===== src/design/pol_pkg.sv =====
`default_nettype none

package pol_pkg;

    localparam int POL_CAPACITY = 64;
    localparam int OP_W         = 3;
    localparam int VALUE_W      = 32;
    localparam int POS_W        = 7;
    localparam int STATUS_W     = 3;

    typedef enum logic [OP_W-1:0] {
        OP_APPEND = 3'd0,
        OP_INSERT = 3'd1,
        OP_DELETE = 3'd2,
        OP_FIND   = 3'd3,
        OP_LIST   = 3'd4
    } op_t;

    typedef enum logic [STATUS_W-1:0] {
        ST_OK       = 3'd0,
        ST_RANGE    = 3'd1,
        ST_FULL     = 3'd2,
        ST_EMPTY    = 3'd3,
        ST_NOTFOUND = 3'd4
    } status_t;

    typedef struct packed {
        logic [OP_W-1:0]           op;
        logic signed [VALUE_W-1:0] value;
        logic [POS_W-1:0]          position;
    } in_word_t;

    typedef struct packed {
        logic [STATUS_W-1:0]       status;
        logic signed [VALUE_W-1:0] item_value;
        logic [POS_W-1:0]          item_position;
        logic [POS_W-1:0]          list_length;
        logic                      last;
    } out_word_t;

    typedef enum logic [2:0] {
        RD_TAIL = 3'd0,
        RD_POS  = 3'd1,
        RD_ZERO = 3'd2,
        RD_DEC  = 3'd3,
        RD_INC  = 3'd4
    } rd_sel_t;

    typedef enum logic [2:0] {
        WR_NONE  = 3'd0,
        WR_TAIL  = 3'd1,
        WR_INC   = 3'd2,
        WR_DEC   = 3'd3,
        WR_PLACE = 3'd4
    } wr_sel_t;

    typedef enum logic [1:0] {
        CNT_HOLD = 2'd0,
        CNT_INC  = 2'd1,
        CNT_DEC  = 2'd2
    } cnt_sel_t;

    typedef struct packed {
        logic     load;
        rd_sel_t  rd_sel;
        wr_sel_t  wr_sel;
        cnt_sel_t cnt_sel;
        logic     emit;
        status_t  emit_status;
        logic     emit_item;
        logic     emit_last;
    } dp_cmd_t;

    typedef struct packed {
        logic full;
        logic empty;
        logic ins_bad;
        logic ins_tail;
        logic del_bad;
        logic del_tail;
        logic up_end;
        logic seq_end;
        logic match;
    } dp_flags_t;

endpackage

`default_nettype wire


===== src/design/positional_ordered_list_core.sv =====
// channel  | direction | handshake               | word
// ---------+-----------+-------------------------+-------------------------
// request  | in        | start & !busy           | req    (op/value/position)
// result   | out       | strobe, one cycle only  | result (status/item/len/last)
//
// Append, every error, insert at the tail and delete of the last element: result
// the cycle after the word is taken. Insert at N: N..length moved one RAM entry
// a cycle, then the value is written. Delete at N: N+1..length moved down one
// entry a cycle. Find scans from the head to a match or the end, list sends every
// entry, one a cycle, set by the one write and one registered read port of the RAM.
// busy is high while an op is in flight; reset empties the list; no result stalls.
`default_nettype none

module positional_ordered_list_core #(
    parameter int CAPACITY = pol_pkg::POL_CAPACITY
) (
    input  logic               clk,
    input  logic               rst_n,
    input  logic               start,
    output logic               busy,
    input  pol_pkg::in_word_t  req,
    output logic               strobe,
    output pol_pkg::out_word_t result
);

    import pol_pkg::*;

    dp_cmd_t   cmd;
    dp_flags_t flags;

    pol_ctrl u_ctrl (
        .clk   (clk),
        .rst_n (rst_n),
        .start (start),
        .op    (req.op),
        .flags (flags),
        .busy  (busy),
        .cmd   (cmd)
    );

    pol_datapath #(
        .CAPACITY (CAPACITY)
    ) u_dp (
        .clk    (clk),
        .rst_n  (rst_n),
        .req    (req),
        .cmd    (cmd),
        .flags  (flags),
        .strobe (strobe),
        .result (result)
    );

endmodule

`default_nettype wire


===== src/design/pol_ram.sv =====
`default_nettype none

module pol_ram #(
    parameter int WIDTH = 32,
    parameter int DEPTH = 64
) (
    input  logic                     clk,
    input  logic                     wr_en,
    input  logic [$clog2(DEPTH)-1:0] wr_addr,
    input  logic [WIDTH-1:0]         wr_data,
    input  logic [$clog2(DEPTH)-1:0] rd_addr,
    output logic [WIDTH-1:0]         rd_data
);

    logic [WIDTH-1:0] mem [DEPTH];
    logic [WIDTH-1:0] rd_data_reg;

    always_ff @(posedge clk)
    begin
        if (wr_en)
        begin
            mem[wr_addr] <= wr_data;
        end
        rd_data_reg <= mem[rd_addr];
    end

    assign rd_data = rd_data_reg;

endmodule

`default_nettype wire


===== src/design/pol_ctrl.sv =====
`default_nettype none

module pol_ctrl (
    input  logic                     clk,
    input  logic                     rst_n,
    input  logic                     start,
    input  logic [pol_pkg::OP_W-1:0] op,
    input  pol_pkg::dp_flags_t       flags,
    output logic                     busy,
    output pol_pkg::dp_cmd_t         cmd
);

    import pol_pkg::*;

    typedef enum logic [5:0] {
        S_IDLE  = 6'b000001,
        S_UP    = 6'b000010,
        S_PLACE = 6'b000100,
        S_DOWN  = 6'b001000,
        S_SCAN  = 6'b010000,
        S_LIST  = 6'b100000
    } state_t;

    state_t state_reg;
    state_t state_next;

    always_ff @(posedge clk or negedge rst_n)
    begin
        if (!rst_n)
        begin
            state_reg <= S_IDLE;
        end
        else
        begin
            state_reg <= state_next;
        end
    end

    assign busy = (state_reg != S_IDLE);

    always_comb
    begin
        state_next      = state_reg;
        cmd             = '0;
        cmd.rd_sel      = RD_INC;
        cmd.wr_sel      = WR_NONE;
        cmd.cnt_sel     = CNT_HOLD;
        cmd.emit_status = ST_OK;
        unique case (state_reg)
            S_IDLE:
            begin
                if (start)
                begin
                    cmd.load      = 1'b1;
                    cmd.emit_last = 1'b1;
                    unique case (op)
                        OP_APPEND:
                        begin
                            cmd.emit = 1'b1;
                            if (flags.full)
                            begin
                                cmd.emit_status = ST_FULL;
                            end
                            else
                            begin
                                cmd.wr_sel  = WR_TAIL;
                                cmd.cnt_sel = CNT_INC;
                            end
                        end
                        OP_INSERT:
                        begin
                            if (flags.ins_bad)
                            begin
                                cmd.emit        = 1'b1;
                                cmd.emit_status = ST_RANGE;
                            end
                            else if (flags.full)
                            begin
                                cmd.emit        = 1'b1;
                                cmd.emit_status = ST_FULL;
                            end
                            else if (flags.ins_tail)
                            begin
                                cmd.emit    = 1'b1;
                                cmd.wr_sel  = WR_TAIL;
                                cmd.cnt_sel = CNT_INC;
                            end
                            else
                            begin
                                cmd.rd_sel = RD_TAIL;
                                state_next = S_UP;
                            end
                        end
                        OP_DELETE:
                        begin
                            if (flags.empty)
                            begin
                                cmd.emit        = 1'b1;
                                cmd.emit_status = ST_EMPTY;
                            end
                            else if (flags.del_bad)
                            begin
                                cmd.emit        = 1'b1;
                                cmd.emit_status = ST_RANGE;
                            end
                            else if (flags.del_tail)
                            begin
                                cmd.emit    = 1'b1;
                                cmd.cnt_sel = CNT_DEC;
                            end
                            else
                            begin
                                cmd.rd_sel = RD_POS;
                                state_next = S_DOWN;
                            end
                        end
                        OP_FIND, OP_LIST:
                        begin
                            if (flags.empty)
                            begin
                                cmd.emit        = 1'b1;
                                cmd.emit_status = ST_EMPTY;
                            end
                            else
                            begin
                                cmd.rd_sel = RD_ZERO;
                                state_next = (op == OP_FIND) ? S_SCAN : S_LIST;
                            end
                        end
                        default:
                        begin
                            cmd.load      = 1'b0;
                            cmd.emit_last = 1'b0;
                        end
                    endcase
                end
            end
            S_UP:
            begin
                cmd.wr_sel = WR_INC;
                cmd.rd_sel = RD_DEC;
                if (flags.up_end)
                begin
                    state_next = S_PLACE;
                end
            end
            S_PLACE:
            begin
                cmd.wr_sel    = WR_PLACE;
                cmd.cnt_sel   = CNT_INC;
                cmd.emit      = 1'b1;
                cmd.emit_last = 1'b1;
                state_next    = S_IDLE;
            end
            S_DOWN:
            begin
                cmd.wr_sel = WR_DEC;
                if (flags.seq_end)
                begin
                    cmd.cnt_sel   = CNT_DEC;
                    cmd.emit      = 1'b1;
                    cmd.emit_last = 1'b1;
                    state_next    = S_IDLE;
                end
            end
            S_SCAN:
            begin
                if (flags.match)
                begin
                    cmd.emit      = 1'b1;
                    cmd.emit_item = 1'b1;
                    cmd.emit_last = 1'b1;
                    state_next    = S_IDLE;
                end
                else if (flags.seq_end)
                begin
                    cmd.emit        = 1'b1;
                    cmd.emit_status = ST_NOTFOUND;
                    cmd.emit_last   = 1'b1;
                    state_next      = S_IDLE;
                end
            end
            S_LIST:
            begin
                cmd.emit      = 1'b1;
                cmd.emit_item = 1'b1;
                cmd.emit_last = flags.seq_end;
                if (flags.seq_end)
                begin
                    state_next = S_IDLE;
                end
            end
            default:
            begin
                state_next = S_IDLE;
            end
        endcase
    end

endmodule

`default_nettype wire


===== src/design/pol_datapath.sv =====
`default_nettype none

module pol_datapath #(
    parameter int CAPACITY = pol_pkg::POL_CAPACITY
) (
    input  logic               clk,
    input  logic               rst_n,
    input  pol_pkg::in_word_t  req,
    input  pol_pkg::dp_cmd_t   cmd,
    output pol_pkg::dp_flags_t flags,
    output logic               strobe,
    output pol_pkg::out_word_t result
);

    import pol_pkg::*;

    localparam int AW = $clog2(CAPACITY);
    localparam int CW = $clog2(CAPACITY + 1);
    localparam int XW = ((CW > POS_W) ? CW : POS_W) + 1;

    logic [CW-1:0]             count_reg;
    logic [CW-1:0]             count_next;
    logic [AW-1:0]             rd_idx_reg;
    logic [AW-1:0]             pos_idx_reg;
    logic signed [VALUE_W-1:0] value_reg;
    logic                      strobe_reg;
    out_word_t                 result_reg;

    logic [AW-1:0]             rd_addr;
    logic [VALUE_W-1:0]        rd_data;
    logic                      wr_en;
    logic [AW-1:0]             wr_addr;
    logic [VALUE_W-1:0]        wr_data;
    logic [XW-1:0]             pos_x;
    logic [XW-1:0]             count_x;

    assign pos_x   = XW'(req.position);
    assign count_x = XW'(count_reg);

    always_comb
    begin
        flags.full     = (count_reg == CW'(CAPACITY));
        flags.empty    = (count_reg == '0);
        flags.ins_bad  = (pos_x == '0) || (pos_x > count_x + XW'(1));
        flags.ins_tail = (pos_x == count_x + XW'(1));
        flags.del_bad  = (pos_x == '0) || (pos_x > count_x);
        flags.del_tail = (pos_x == count_x);
        flags.up_end   = (rd_idx_reg == pos_idx_reg);
        flags.seq_end  = (rd_idx_reg == AW'(count_reg - CW'(1)));
        flags.match    = (rd_data == value_reg);
    end

    always_comb
    begin
        case (cmd.rd_sel)
            RD_TAIL: rd_addr = AW'(count_reg - CW'(1));
            RD_POS:  rd_addr = AW'(pos_x);
            RD_ZERO: rd_addr = '0;
            RD_DEC:  rd_addr = rd_idx_reg - AW'(1);
            default: rd_addr = rd_idx_reg + AW'(1);
        endcase
    end

    always_comb
    begin
        wr_en   = 1'b1;
        wr_addr = rd_idx_reg;
        wr_data = rd_data;
        case (cmd.wr_sel)
            WR_TAIL:
            begin
                wr_addr = AW'(count_reg);
                wr_data = req.value;
            end
            WR_INC:
            begin
                wr_addr = rd_idx_reg + AW'(1);
            end
            WR_DEC:
            begin
                wr_addr = rd_idx_reg - AW'(1);
            end
            WR_PLACE:
            begin
                wr_addr = pos_idx_reg;
                wr_data = value_reg;
            end
            default:
            begin
                wr_en = 1'b0;
            end
        endcase
    end

    always_comb
    begin
        case (cmd.cnt_sel)
            CNT_INC: count_next = count_reg + CW'(1);
            CNT_DEC: count_next = count_reg - CW'(1);
            default: count_next = count_reg;
        endcase
    end

    pol_ram #(
        .WIDTH (VALUE_W),
        .DEPTH (CAPACITY)
    ) u_ram (
        .clk     (clk),
        .wr_en   (wr_en),
        .wr_addr (wr_addr),
        .wr_data (wr_data),
        .rd_addr (rd_addr),
        .rd_data (rd_data)
    );

    always_ff @(posedge clk or negedge rst_n)
    begin
        if (!rst_n)
        begin
            count_reg  <= '0;
            strobe_reg <= 1'b0;
        end
        else
        begin
            count_reg  <= count_next;
            strobe_reg <= cmd.emit;
        end
    end

    always_ff @(posedge clk)
    begin
        rd_idx_reg <= rd_addr;
        if (cmd.load)
        begin
            value_reg   <= req.value;
            pos_idx_reg <= AW'(pos_x - XW'(1));
        end
        if (cmd.emit)
        begin
            result_reg.status        <= cmd.emit_status;
            result_reg.item_value    <= cmd.emit_item ? rd_data : '0;
            result_reg.item_position <= cmd.emit_item ?
                                        POS_W'(XW'(rd_idx_reg) + XW'(1)) : '0;
            result_reg.list_length   <= POS_W'(count_next);
            result_reg.last          <= cmd.emit_last;
        end
    end

    assign strobe = strobe_reg;
    assign result = result_reg;

endmodule

`default_nettype wire


===== config.mk =====
export PLATFORM = sky130hd
export DESIGN_NAME = positional_ordered_list_core
export DESIGN_NICKNAME = d
export VERILOG_FILES = /design/src/design/pol_pkg.sv /design/src/design/positional_ordered_list_core.sv /design/src/design/pol_ram.sv /design/src/design/pol_ctrl.sv /design/src/design/pol_datapath.sv
export SDC_FILE = /design/constraint.sdc
export NUM_CORES = 2
export LEC_CHECK = 0
export BUFFER_PORTS_ARGS = -buffer_cell sky130_fd_sc_hd__clkbuf_2
export CORE_MARGIN = 3
export CORE_UTILIZATION = 40
export DETAILED_ROUTE_END_ITERATION = 10
export GPL_TIMING_DRIVEN = 0
export HOLD_SLACK_MARGIN = 0.12
export MAX_ROUTING_LAYER = met4
export PLACE_DENSITY = 0.65
export SLEW_MARGIN = 20
export SYNTH_ARGS = -nofsm -noshare
export SYNTH_HDL_FRONTEND = slang
export SYNTH_SLANG_ARGS = --single-unit

===== constraint.sdc =====
create_clock -name clk -period 7 [get_ports clk]
set_input_delay 0.7 -clock clk [delete_from_list [all_inputs] [get_ports clk]]
set_output_delay 0.7 -clock clk [all_outputs]
set_load 0.01 [all_outputs]

==> metrics <==
CP endpoint kind flip-flop; Post CTS Setup Buffer Count 0; worst skew pair latency just under 0.9 ns; Initial Util 0.404; commonest register cell after synthesis edfxtp_1; RSZ-0062 raised after global routing false; synth warn 0; reg2reg setup slack -0.09 ns; minimum clock period just over 7 ns; CTS Sinks approximately 2200; clk_skew between 0.02 and 0.03 ns; max FFs per register around 2000; Least-Margin Pin Slew about 1.3 ns; routed vias 53600; DIE HEIGHT approximately 480 um; fraction of layout cells with a size suffix above 1 0.150; # fillers approximately 18000; per-cell routed wire length slightly below 30 um; Util after Layout 0.472; asr flop ratio synth 0.00640; Synth cell types 74; Critical Path RT ~7.6 ns; RePlAce Congestion 1.01; Hold Crit Class input port to async pin; Syn Area/Cell approximately 15 um^2; TritonCTS buffer count 216; die area between 200000 and 250000 um^2; number of global-route vias before repair 50900; wire length of the first global-routing pass between 300 and 400 mm; Setup Viol. Count Final 1; WL final roughly 270 mm; Slew headroom 0.108; CP arrival 7.68 ns; Peak Freq 0.141 GHz; Residual DRC 0; drt pass-1 iters 8; status finished, violations left; setup TNS -0.0888 ns; I/O Buffers 96; worst slack, placed about 0.15 ns; GRT Overall Usage 0.240; CTS tree built; largest net degree at the start of global routing just over 60; failing checks setup timing; Routed Antenna Nets 0; Worst R2R Start u_dp.count_reg[0]$_DFF_PN0_; final period utilization 1.01; Setup Crit Path Kind flip-flop to flip-flop; area grow syn2layout 17.0%; drt initial violations roughly 7300; Ports slightly below 100; # rows about 170; CP Max Fanout 12; FF+latch count, synth 2188; CORE AREA ~220000 um^2; Vias per Instance roughly 5.8; Die W roughly 480 um; Mapped Nets ~5800; initial antenna violation count 27; Synth area leader edfxtp_1; synth top area cells edfxtp_1, nand2_1, mux2i_1; share of the synthesized area in the top cell type 0.729; worst setup margin -0.0888 ns; Max Transition Viols Final 0; most instantiated cells after synthesis edfxtp_1, nand2_1, mux2i_1, a211oi_1, and2_1; Hold Vio Cnt, Final 0; most common cell in the netlist edfxtp_1; Worst Reg-to-Reg Cells 19; clock-pin transition on the worst setup and hold timing paths 0.07 ns; Startpoint Class flip-flop; H-tree depth 4; EDFF count, synth 2136; MaxCap Viol Count 0; Nets 6247; Detail Placement HPWL approximately 190 mm; sequential fraction of the synthesis area 0.742; synthesized instance count ~5700; synthesized area approximately 90000 um^2; clock root buffer clkbuf_16; RR Endpoint u_dp.u_ram.rd_data[3]$_DFF_P_; grt total ovfl 0; worst-case clock buffer depth 3
-- layout by cell type, fill, tap and decap left out, types with 36 or more instances in the layout --
| cell type | Yosys | routed |
|---|---|---|
| nand2_1 | 907 | 875 |
| and3_1 | 133 | 133 |
| clkbuf_16 | 0 | 217 |
| nor2_4 | 0 | 64 |
| a22oi_1 | 36 | 36 |
| nor2_1 | 101 | 37 |
| clkbuf_1 | 192 | 234 |
| and2_0 | 83 | 83 |
| and2_1 | 277 | 277 |
| edfxtp_1 | 2136 | 2136 |
| clkinv_2 | 1 | 50 |
| o32ai_1 | 96 | 95 |
| clkinv_1 | 1 | 51 |
| nand3_1 | 60 | 50 |
| buf_12 | 0 | 37 |
| xnor2_1 | 52 | 52 |
| o31ai_1 | 100 | 79 |
| mux2i_1 | 325 | 325 |
| mux2_2 | 86 | 86 |
| nand4_1 | 79 | 79 |
| buf_2 | 134 | 134 |
| a211oi_1 | 324 | 324 |
| clkbuf_2 | 0 | 98 |
| dfxtp_1 | 38 | 38 |
| a311oi_1 | 192 | 192 |
| o21ai_0 | 50 | 49 |
| buf_16 | 0 | 66 |
-- final cells by class --
cell class                 count  area [um^2]  share of cell area
antenna                       17         42.5            0.000413
timing repair buffer         237         3410              0.0331
multi-input combinational   3131        21800               0.211
inverter                      25         95.1            0.000924
sequential                  2188        65300               0.634
buffer                       380         1770              0.0172
clock buffer                 266         5660              0.0550
tap                         2854         3570              0.0347
clock inverter               139         1370              0.0133
-- repair_timing --
action | in CTS | in global routing
setup endpoints to repair | 0 | 30
hold endpoints to repair | 46 | 0
hold buffers | 33 | 0
resized for setup | 0 | 5
-- critical path, stage by stage, from the launching register on --
cell	delay [ns]
dfrtp_1	0.46
buf_2	0.28
inv_1	0.15
ha_1	0.42
inv_1	0.14
ha_1	0.32
nor2b_1	0.13
o211ai_1	0.22
nand3_1	0.16
a211oi_2	0.53
and2_1	0.30
or3_1	0.13
o211a_1	0.13
buf_2	0.19
buf_2	0.65
buf_2	0.72
mux2_2	0.29
o32ai_1	0.14
o31ai_1	0.90
nand4_1	0.48
-- metal layers --
layer	global-route usage	wire (um)	vias up
met5	-	0	-
met4	0.102	12500	0
met3	0.0553	28600	486
met2	0.355	120000	2950
met1	0.318	106000	27000
li1	-	-	23200
-- metrics by stage --
step	cell area [um^2]	hold WS (ns)	instances
2_1_floorplan	88000	0.404	5724
3_3_place_gp	92000	0.624	8674
3_5_place_dp	95500	0.624	8782
4_1_cts	103000	0.218	9220
5_1_grt	103000	0.270	9230
6_report	103000	0.289	9237
-- worst max-delay path by stage --
stage / startpoint / endpoint
after global routing: u_dp.count_reg[0]$_DFF_PN0_ / u_dp.u_ram.rd_data[11]$_DFF_P_
final: u_dp.count_reg[0]$_DFF_PN0_ / u_dp.u_ram.rd_data[3]$_DFF_P_
after detailed placement: u_dp.count_reg[0]$_DFF_PN0_ / u_dp.u_ram.rd_data[4]$_DFF_P_
after global placement: u_dp.count_reg[0]$_DFF_PN0_ / u_dp.u_ram.mem[23][10]$_DFFE_PP_
after CTS: u_dp.count_reg[0]$_DFF_PN0_ / u_dp.u_ram.rd_data[4]$_DFF_P_
after floorplan: u_dp.count_reg[1]$_DFF_PN0_ / u_dp.result[0]$_DFFE_PP_
-- kinds of logic (layout without fill, tap and decap cells) --
logic type,Yosys count,after routing,synth area share
XOR/XNOR,66,66,0.00657
other,0,17,0
AND/OR/NAND/NOR,1688,1688,0.0912
flip-flops,2188,2188,0.742
multiplexers,455,455,0.0578
buffers and inverters,405,1047,0.0212
AO/OA/AOI/OAI,899,899,0.0783
adder cells (fa/ha/maj),23,23,0.00327
Power is left out: the tool's default activity adds up to more than one toggle a clock period on the data nets, which glitch-free logic cannot reach.
